==> src/rtl/ddjm_pkg.sv <==
// ddjm_pkg: shared constants and types for the differential drive joystick mixer
// used by the channel interfaces, the divider pipeline and the top level
// no dependencies
`default_nettype none

package ddjm_pkg;

  // field widths of the channels
  localparam int StickW  = 12;
  localparam int RegW    = 10;
  localparam int DriveW  = 11;
  localparam int CfgIdxW = 2;

  // default number of fraction bits on the stick inputs
  localparam int StickFracBits = 10;

  // register reset values
  localparam logic [RegW-1:0] DriveRangeReset = 10'd1023;
  localparam logic [RegW-1:0] PivotLimitReset = 10'd32;

  // configuration register indexes
  typedef enum logic [CfgIdxW-1:0] {
    RegDriveRange = 2'd0,
    RegPivotLimit = 2'd1
  } cfg_reg_e;

  // divider shape: quotient bits, bits resolved per stage, stage count
  localparam int QBits    = DriveW - 1;
  localparam int StepBits = 2;
  localparam int DivSteps = QBits / StepBits;
  localparam logic [QBits-1:0] DriveMax = '1;

  // default numerator width for the default fraction bits
  localparam int DivNumW = 39;

  // lanes of the divider
  localparam int Lanes     = 2;
  localparam int LaneLeft  = 0;
  localparam int LaneRight = 1;

endpackage

`default_nettype wire

==> src/rtl/ddjm_if.sv <==
// ddjm_if: valid/ready channel interfaces for sticks, drive commands and config writes
// depends on ddjm_pkg for field widths
`default_nettype none


// motor command channel
interface ddjm_drive_if import ddjm_pkg::*; ();
  logic                     valid;
  logic                     ready;
  logic signed [DriveW-1:0] left_drive;
  logic signed [DriveW-1:0] right_drive;

  modport source (output valid, output left_drive, output right_drive, input ready);
  modport sink   (input valid, input left_drive, input right_drive, output ready);
endinterface


`default_nettype wire

==> src/rtl/ddjm_div.sv <==
// ddjm_div: pipelined signed divide of two numerators by a shared positive divisor
// truncates toward zero and saturates to the drive range; depends on ddjm_pkg, ddjm_if
`default_nettype none

module ddjm_div import ddjm_pkg::*; #(
  parameter int NUM_W = DivNumW
) (
  input  logic                    clk_i,
  input  logic                    rst_ni,
  input  logic                    num_valid_i,
  output logic                    num_ready_o,
  input  logic signed [NUM_W-1:0] num_left_i,
  input  logic signed [NUM_W-1:0] num_right_i,
  input  logic [2*RegW-1:0]       den_i,
  ddjm_drive_if.source            drive_o
);

  // stages: magnitude, overflow check, quotient steps, output register
  localparam int DS = DivSteps + 2;
  localparam int NS = DivSteps + 3;

  logic [NS-1:0]    v_q;
  logic [NS-1:0]    en;
  logic [NUM_W-1:0] rem_q [DS][Lanes];
  logic [QBits-1:0] quo_q [DS][Lanes];
  logic [Lanes-1:0] neg_q [DS];
  logic [Lanes-1:0] ovf_q [DS];
  logic signed [NUM_W-1:0]  num_in [Lanes];
  logic [NUM_W-1:0]         den_w;
  logic signed [DriveW-1:0] drv_d [Lanes];
  logic signed [DriveW-1:0] drv_q [Lanes];

  assign num_in[LaneLeft]  = num_left_i;
  assign num_in[LaneRight] = num_right_i;
  assign den_w = NUM_W'(den_i);

  // stage enables: a stage loads when it is empty or its contents move on
  always_comb begin
    en[NS-1] = !v_q[NS-1] || drive_o.ready;
    for (int k = NS - 2; k >= 0; k--) begin
      en[k] = !v_q[k] || en[k+1];
    end
  end

  assign num_ready_o = en[0];

  // valid bits travel with the data
  always_ff @(posedge clk_i or negedge rst_ni) begin
    if (!rst_ni) begin
      v_q <= '0;
    end else begin
      if (en[0]) begin
        v_q[0] <= num_valid_i;
      end
      for (int k = 1; k < NS; k++) begin
        if (en[k]) begin
          v_q[k] <= v_q[k-1];
        end
      end
    end
  end

  // magnitude and sign of each numerator
  always_ff @(posedge clk_i) begin
    if (en[0]) begin
      for (int ln = 0; ln < Lanes; ln++) begin
        neg_q[0][ln] <= num_in[ln][NUM_W-1];
        rem_q[0][ln] <= num_in[ln][NUM_W-1] ? NUM_W'(-num_in[ln]) : NUM_W'(num_in[ln]);
        quo_q[0][ln] <= '0;
        ovf_q[0][ln] <= 1'b0;
      end
    end
  end

  // quotient above full scale saturates
  always_ff @(posedge clk_i) begin
    if (en[1]) begin
      for (int ln = 0; ln < Lanes; ln++) begin
        neg_q[1][ln] <= neg_q[0][ln];
        rem_q[1][ln] <= rem_q[0][ln];
        quo_q[1][ln] <= '0;
        ovf_q[1][ln] <= (rem_q[0][ln] >= (den_w << QBits));
      end
    end
  end

  // restoring division, StepBits quotient bits per stage
  for (genvar k = 0; k < DivSteps; k++) begin : g_step
    for (genvar ln = 0; ln < Lanes; ln++) begin : g_lane
      logic [NUM_W-1:0] rem_d;
      logic [QBits-1:0] quo_d;

      always_comb begin
        logic [NUM_W-1:0] sh;
        int               bi;
        rem_d = rem_q[k+1][ln];
        quo_d = quo_q[k+1][ln];
        for (int j = 0; j < StepBits; j++) begin
          bi = QBits - 1 - (k * StepBits + j);
          sh = den_w << bi;
          if (rem_d >= sh) begin
            rem_d     = rem_d - sh;
            quo_d[bi] = 1'b1;
          end
        end
      end

      always_ff @(posedge clk_i) begin
        if (en[k+2]) begin
          rem_q[k+2][ln] <= rem_d;
          quo_q[k+2][ln] <= quo_d;
          neg_q[k+2][ln] <= neg_q[k+1][ln];
          ovf_q[k+2][ln] <= ovf_q[k+1][ln];
        end
      end
    end
  end

  // saturate and restore the sign
  always_comb begin
    logic [QBits-1:0] mag;
    for (int ln = 0; ln < Lanes; ln++) begin
      mag = ovf_q[DS-1][ln] ? DriveMax : quo_q[DS-1][ln];
      drv_d[ln] = neg_q[DS-1][ln] ? -$signed({1'b0, mag}) : $signed({1'b0, mag});
    end
  end

  // output register
  always_ff @(posedge clk_i) begin
    if (en[NS-1]) begin
      drv_q <= drv_d;
    end
  end

  assign drive_o.valid       = v_q[NS-1];
  assign drive_o.left_drive  = drv_q[LaneLeft];
  assign drive_o.right_drive = drv_q[LaneRight];

  // the final left remainder is below the divisor unless saturated
  a_rem_below_den: assert property (@(posedge clk_i) disable iff (!rst_ni)
    v_q[DS-1] && !ovf_q[DS-1][LaneLeft] |-> rem_q[DS-1][LaneLeft] < den_w)
    else $error("left remainder not reduced below divisor");

  // divisor is never zero while stage 1 holds an item
  a_den_nonzero: assert property (@(posedge clk_i) disable iff (!rst_ni)
    v_q[1] |-> den_i != '0)
    else $error("zero divisor reached the divider");

  // back pressure only when every stage is full and the sink stalls
  a_full_when_stalled: assert property (@(posedge clk_i) disable iff (!rst_ni)
    !num_ready_o |-> (&v_q) && !drive_o.ready)
    else $error("divider stalled with an empty stage");

endmodule

`default_nettype wire

==> src/flat_wrapper.sv <==
// flat-port wrapper written by rule: the top's interface ports become plain ports
module ddjm_div_flat import ddjm_pkg::*;
#(
  parameter int NUM_W = DivNumW
)
  (clk_i, rst_ni, num_valid_i, num_ready_o, num_left_i, num_right_i, den_i, drive_o_valid, drive_o_left_drive, drive_o_right_drive, drive_o_ready);
  ddjm_drive_if drive_o_i ();
  input  logic clk_i;
  input  logic rst_ni;
  input  logic num_valid_i;
  output logic num_ready_o;
  input  logic signed [NUM_W-1:0] num_left_i;
  input  logic signed [NUM_W-1:0] num_right_i;
  input  logic [2*RegW-1:0] den_i;
  output wire logic [$bits(drive_o_i.valid)-1:0] drive_o_valid;
  output wire logic [$bits(drive_o_i.left_drive)-1:0] drive_o_left_drive;
  output wire logic [$bits(drive_o_i.right_drive)-1:0] drive_o_right_drive;
  input wire logic [$bits(drive_o_i.ready)-1:0] drive_o_ready;
  assign drive_o_valid = drive_o_i.valid;
  assign drive_o_left_drive = drive_o_i.left_drive;
  assign drive_o_right_drive = drive_o_i.right_drive;
  assign drive_o_i.ready = drive_o_ready;
  ddjm_div #(.NUM_W(NUM_W)) u_core (.clk_i(clk_i), .rst_ni(rst_ni), .num_valid_i(num_valid_i), .num_ready_o(num_ready_o), .num_left_i(num_left_i), .num_right_i(num_right_i), .den_i(den_i), .drive_o(drive_o_i));
endmodule
==> config.mk <==
export PLATFORM = sky130hd
export DESIGN_NAME = ddjm_div_flat
export DESIGN_NICKNAME = d
export VERILOG_FILES = /design/src/rtl/ddjm_pkg.sv /design/src/rtl/ddjm_if.sv /design/src/rtl/ddjm_div.sv /design/src/flat_wrapper.sv
export SDC_FILE = /design/constraint.sdc
export NUM_CORES = 2
export LEC_CHECK = 0
export BUFFER_PORTS_ARGS = -buffer_cell sky130_fd_sc_hd__buf_2
export CORE_UTILIZATION = 40
export CTS_CLUSTER_SIZE = 40
export DETAILED_ROUTE_END_ITERATION = 6
export GPL_TIMING_DRIVEN = 0
export PLACE_DENSITY = 0.64
export SYNTH_ARGS = -nofsm -noshare
export SYNTH_HDL_FRONTEND = slang
export SYNTH_SLANG_ARGS = --single-unit
==> constraint.sdc <==
create_clock -name clk_i -period 16.1 [get_ports clk_i]
set_clock_uncertainty 0.2 [all_clocks]
set_input_delay 4.025 -clock clk_i [delete_from_list [all_inputs] [get_ports clk_i]]
set_output_delay 4.025 -clock clk_i [all_outputs]
set_load 0.03 [all_outputs]
# ---- After elaboration in Yosys (flattened, before gate mapping)
# Memory sizes are Yosys's and may differ from the RTL's.
# Cells that the tools add are included.
dict set report totals {
  register_bits 30
  latch_bits 0
  ramBits 714
  mem_bits_ro 0
  inputBits 102
  out_inout_bits 24
  elab_cells 138
  mem_count 4
}
# name depth word_bits rd rd_clocked_by_memory_dff write_ports line
set mem_list {}
lappend mem_list {u_core.rem_q 7 78 6 0 7 ddjm_div.sv:24} ;# logic [NUM_W-1:0] rem_q [DS][Lanes];
lappend mem_list {u_core.quo_q 7 20 6 0 7 ddjm_div.sv:25} ;# logic [QBits-1:0] quo_q [DS][Lanes];
lappend mem_list {u_core.neg_q 7 2 7 0 7 ddjm_div.sv:26} ;# logic [Lanes-1:0] neg_q [DS];
lappend mem_list {u_core.ovf_q 7 2 6 0 7 ddjm_div.sv:27} ;# logic [Lanes-1:0] ovf_q [DS];
dict set report op_classes {
  addsub 24
  mul 0
  div 0
  magnitude_cmp 22
  eq_ne 0
  shifts 0
  mux 60
  n_bitwise 0
  n_reduce_logical 16
}
# op count
set op_table {}
lappend op_table {{$mux W39} 22}
lappend op_table {{$ge A39 B20 Y1} 2}
lappend op_table {{$ge A39 B21 Y1} 2}
lappend op_table {{$ge A39 B22 Y1} 2}
lappend op_table {{$ge A39 B23 Y1} 2}
lappend op_table {{$ge A39 B24 Y1} 2}
lappend op_table {{$ge A39 B25 Y1} 2}
lappend op_table {{$ge A39 B26 Y1} 2}
lappend op_table {{$ge A39 B27 Y1} 2}
lappend op_table {{$ge A39 B28 Y1} 2}
lappend op_table {{$ge A39 B29 Y1} 2}
lappend op_table {{$ge A39 B30 Y1} 2}
lappend op_table {{$neg A39 Y39} 2}
lappend op_table {{$sub A39 B20 Y39} 2}
lappend op_table {{$sub A39 B21 Y39} 2}
lappend op_table {{$sub A39 B22 Y39} 2}
lappend op_table {{$sub A39 B23 Y39} 2}
lappend op_table {{$sub A39 B24 Y39} 2}
lappend op_table {{$sub A39 B25 Y39} 2}
lappend op_table {{$sub A39 B26 Y39} 2}
lappend op_table {{$sub A39 B27 Y39} 2}
lappend op_table {{$sub A39 B28 Y39} 2}
lappend op_table {{$sub A39 B29 Y39} 2}
lappend op_table {{$mux W10} 4}
lappend op_table {{other kinds (4)} 52}

# ---- Longest topological paths before layout
dict set report logic_depth {
  depth_word 11
  mapped_depth 31
  mapped_depth_nobuf 27
}

# ---- Worst setup path before layout
# Ideal clock, no wire load.
dict set report synth_path {
  path_kind {input to output}
  start {input drive_o_ready}
  end {output num_ready_o}
  arrival_ps 12056
  required_time_ps 11875
  slack_ps -181
  cell_stages 6
  n_path_buf 0
  path_cell_list {nor2b_1 -> nand3_1 -> nor2_1 -> nand3_1 -> inv_1 -> nand3_1}
}
dict set report synth_between {
  elab_chain_cells 8
}
# item line
set synth_rtl {}
lappend synth_rtl {{start, declared} flat_wrapper.sv:18} ;# input wire logic [$bits(drive_o_i.ready)-1:0] drive_o_ready;
lappend synth_rtl {{$logic_or A1 B1 Y1} ddjm_div.sv:39} ;# en[NS-1] = !v_q[NS-1] || drive_o.ready;
lappend synth_rtl {{$logic_or A1 B1 Y1 (2 in series)} ddjm_div.sv:41} ;# en[k] = !v_q[k] || en[k+1];
lappend synth_rtl {{net u_core.en[5]} ddjm_div.sv:23} ;# logic [NS-1:0] en;
lappend synth_rtl {{$logic_or A1 B1 Y1 (3 in series)} ddjm_div.sv:41}
lappend synth_rtl {{net u_core.en[2]} ddjm_div.sv:23}
lappend synth_rtl {{$logic_or A1 B1 Y1 (2 in series)} ddjm_div.sv:41}
lappend synth_rtl {{end, declared} flat_wrapper.sv:11} ;# output logic num_ready_o;
# The timed path passes the listed nets, and every way through them passes these cells.

==> out/results.env <==
FIRST_ITER_VIOLATIONS=2636
CLOCK_POWER_SHARE=0.137
FINAL-MAX-SLEW-VIOLATION-COUNT=0
FINALSETUPVIOLATIONS=0
POWER_FRAC_COMB=0.615
DRIVE_GT1_FRAC=0.08153
DIE_HEIGHT_UM=353.5
YS.WARNINGS.COUNT=0
LAYOUT.NETS=6141
MAX-SLEW-MARGIN-REL=0.2632
MIN_PERIOD_OVER_PERIOD=0.7455
REPORT.FINAL.HOLD_VIOL_COUNT=0
CRITICALPATHCATEGORY='in2reg'
GRT_FIRST_PASS_WIRELENGTH_MM=204.0
FINALWORSTPATHREQUIREDPERIOD_NS=12.00
SYNTH_TOP_FLOP_CELL='edfxtp_1'
NUMBER_OF_GLOBAL_ROUTE_VIAS_BEFORE_REPAIR=39171
FLOW.AREA_GROWTH_FROM_SYNTHESIS_PCT=10.88
INSTANCE_AREA_AT_PLACEMENT_UM2=52390
FINAL-INSTANCE-COUNT-EXCL-FILL=7260
ARRIVAL_NS=12.18
WORST_SLEW_PIN_SLEW_NS=1.091
VDD_IR_DROP_MAX_V=0.0001064
SYNTH-EDFF-COUNT=576
SYNTH.CELL_AREA_UM2=49410
INTERNAL_POWER_OF_THE_CELLS_mW=6.509
SYN-MEAN-INSTANCE-AREA_UM2=9.206
NUMCTSBUFFERS=70
NUM_VIAS=41054
GRT_REMAINING_OVERFLOW=0
CORE_AREA_UM2=122200
END_KIND='flip-flop'
SYNTH-XOR-AREA-SHARE=0.09448
ROUTEDWLPERCELL_UM=17.62
SYNTH.NET_COUNT=5931
CLK_TRANSITION_REPORTED_PATHS_NS=0.06
ROUTED_VIA_DENSITY=5.655
YOSYS.AREA_SHARE.ADDER=0.1197
OUTCOME='finished, final reports clean'
FMAXACHIEVABLE_MHz=83.32
MAXCAPVIOLATIONS=0
DRC=0
ROUTED_WL_MM=127.9
CLOCK_ROOT_BUFFER='clkbuf_16'
FP.DIEW_UM=353.5
MIN_PATH_TYPE='reg2reg'
TIMING.CRITICAL_PATH.FROM_TYPE='input port'
ANTENNA_FOUND_INITIAL=5
CTS_RESIZED=0
DRT_PRE_ANTENNA_ITERS=5
FINAL_ANTENNA_NET_COUNT=0
P_LEAK_nW=20.72
SYNTH_ASYNC_SR_FLOP_SHARE=0.01370
SYNTH.YOSYS.SEQ_AREA_SHARE=0.3541
SYNTH-SEQ-CELLS=584
POST_ROUTE_CELL_AREA_UM2=54790
SWITCHINGPOWER_mW=5.025
CLKLATENCYLATEPIN_NS=0.66
PLACE.DETAILED.HPWL_MM=99.58
ROWS=128
INITIAL_CELL_DENSITY_OF_THE_CORE=0.4044
CTS_TREE='built'
SYNTHESIS.INSTANCES=5367
HOLD_SLACK_NS=0.2144
GRT_SETUP_UNREPAIRED='no'
PIN_COUNT_OF_THE_BIGGEST_NET_ENTERING_GLOBAL_ROUTING=76
COMPLEX_GATE_FRACTION_OF_THE_SYNTHESIZED_AREA=0.1909
CLOCK_PATH_BUFFERS=3
IO_PINS=126
POWER.DENSITY_CELL_AREA_nW_PER_UM2=210.5
SHARE_SEQ_OF_TOTAL_POWER=0.247
YOSYS-MUX-AREA-FRACTION=0.02560
POSTLAYOUTCOREUTIL=0.4483
ROUTABILITYCONGESTION=0.9291
PLACE.PORT_BUFFERS=125
SYNTH_SIMPLE_GATE_AREA_SHARE=0.1869
YS_TYPES=103
P_TOTAL_mW=11.53
DP.CELLS=7127
CP.REQUIRED_NS=16.28
HTREE_NUM_LEVELS=3
GRTUSAGETOTAL=0.1988
P_SW_FRAC=0.4357
SYNTH_TOP_FAMILY_BY_AREA='compound AO/OA/AOI/OAI gates'
POST_CTS.REPAIR.SETUP_BUFFERS=0
CTSHOLDBUFFERS=0
DIE_AREA_UM2=124900
NUMCLOCKSINKS=584
CP_MAX_FO=12
## path summary, 6_finish.rpt
kind                                               from                       endpoint  slack [ns]  depth (start not counted)
setup reg to reg           u_core.rem_q[4][3]$_DFFE_PP_  u_core.rem_q[5][35]$_DFFE_PP_        7.72                         27
hold reg to reg            u_core.neg_q[0][4]$_DFFE_PP_   u_core.neg_q[0][6]$_DFFE_PP_        0.21                          0
setup / recovery                               den_i[3]  u_core.rem_q[5][35]$_DFFE_PP_        4.10                         27
min in group asynchronous                        rst_ni      u_core.v_q[3]$_DFFE_PN0P_        3.00                          1
hold / removal             u_core.neg_q[0][4]$_DFFE_PP_   u_core.neg_q[0][6]$_DFFE_PP_        0.21                          0
max in group asynchronous                        rst_ni      u_core.v_q[0]$_DFFE_PN0P_       12.52                          1
## metal layers
metal / track usage / wire length [µm] / vias to the layer above
met4: 0.08017 / 5061 / 2
met3: 0.02299 / 5508 / 227
met1: 0.2677 / 59620 / 19197
met5: 0 / 11 / -
li1: - / - / 20614
met2: 0.3244 / 57690 / 1014
## cell usage after synthesis, types with 16 or more instances
library cell / count / area share
or4_1: 46 / 0.0070
fa_1: 18 / 0.0073
nor2_1: 366 / 0.028
and4_1: 23 / 0.0041
or2_2: 36 / 0.0046
nand2b_1: 67 / 0.0085
xor2_1: 155 / 0.027
nor3b_1: 24 / 0.0036
buf_2: 23 / 0.0023
nand3b_1: 16 / 0.0024
nor4_1: 82 / 0.010
nand4b_1: 21 / 0.0037
a211o_1: 21 / 0.0037
or3_1: 73 / 0.0092
a211oi_1: 48 / 0.0073
o31a_1: 16 / 0.0028
edfxtp_1: 576 / 0.35
o21ai_0: 367 / 0.037
o211ai_1: 34 / 0.0052
mux2i_1: 18 / 0.0036
o21bai_1: 62 / 0.0094
inv_1: 211 / 0.016
a31oi_1: 56 / 0.0071
o41ai_1: 21 / 0.0037
nand4_1: 75 / 0.0095
nand3_1: 122 / 0.012
a21oi_1: 415 / 0.042
clkbuf_1: 111 / 0.0084
ha_1: 444 / 0.11
and2_1: 27 / 0.0034
a21o_1: 177 / 0.027
nor2b_1: 65 / 0.0082
o31ai_1: 53 / 0.0081
nor3_1: 166 / 0.017
o22ai_1: 19 / 0.0024
and3_1: 28 / 0.0035
xnor2_1: 378 / 0.067
o21a_1: 71 / 0.011
mux2_2: 88 / 0.020
nand2_1: 528 / 0.040
## kinds of logic after synthesis
group | Yosys count
simple gates | 1818
compound gates | 1495
flops | 584
xor+xnor | 533
fa+ha+maj | 462
buf+inv | 361
mux | 114
## through the flow
step                worst slack (ns)  setup TNS, ns
floorplan                      1.022              0
global placement              -2.418         -2.418
detailed placement             3.210              0
CTS                            3.811              0
global route                   3.525              0
finish                         4.098              0
## flip-flops by register name, summed over array words and instances, names as in the netlist
| signal | count |
|---|---|
| u_core.drive_o.right_drive | 11 |
| u_core.rem_q | 468 |
| u_core.ovf_q | 12 |
| u_core.drive_o.left_drive | 11 |
| u_core.v_q | 8 |
| u_core.quo_q | 60 |
| u_core.neg_q | 14 |
## power by group through the flow
stage / Combinational (mW) / Clock (mW) / Sequential [mW]
2_1_floorplan: 5.62 / 0 / 2.77
3_3_place_gp: 6.83 / 0 / 2.88
3_5_place_dp: 6.98 / 0 / 2.87
4_1_cts: 7.02 / 1.62 / 2.84
5_1_grt: 7.92 / 1.68 / 2.91
6_report: 7.09 / 1.58 / 2.85
## layout by cell type (no fill, tap or decap), types with 36 or more instances in the layout
cell	instances
a21oi_1	415
clkbuf_16	71
nand4_1	75
edfxtp_1	576
or4_1	46
buf_2	148
a31oi_1	56
mux2_2	88
nand3_1	119
clkbuf_1	126
nand2b_1	67
ha_1	444
xnor2_1	378
nor4_1	82
or2_2	36
inv_1	193
o21ai_0	367
xor2_1	155
or3_1	73
a21o_1	177
o21bai_1	62
o21a_1	71
nand2_1	526
nor2_1	366
nor2b_1	65
o31ai_1	53
a211oi_1	48
nor3_1	166
## cell type report
cell class                 instances  area (µm²)
antenna                            5       12.51
buffer                           144       580.6
clock buffer                      87        1847
clock inverter                    38       451.7
fill                           11666       67410
inverter                         217       817.0
multi-input combinational       4422       30570
sequential                       584       17500
tap                             1625        2033
timing repair buffer             138       975.9
## worst max-delay path, cell delays in order
cell and delay (ns):
buf_2 0.08, clkinv_1 0.59, buf_16 0.42, ha_1 0.37, o21ai_0 0.22, o21ai_0 0.14, a31oi_1 0.43, o21bai_1 0.29
a21boi_1 0.40, buf_2 0.28, clkbuf_1 0.46, clkbuf_1 0.51, o21ai_0 0.27, ha_1 0.37, nand3_1 0.16, o21bai_1 0.19
nand3_1 0.11, a31oi_1 0.34, o221ai_1 0.24, a211oi_1 0.52, o211ai_1 0.20, nand3b_1 0.22, or4b_1 0.52, buf_2 0.20
nor2b_1 0.22, and4_1 0.23, xor2_1 0.13
Power figures use the tool's default switching activity.
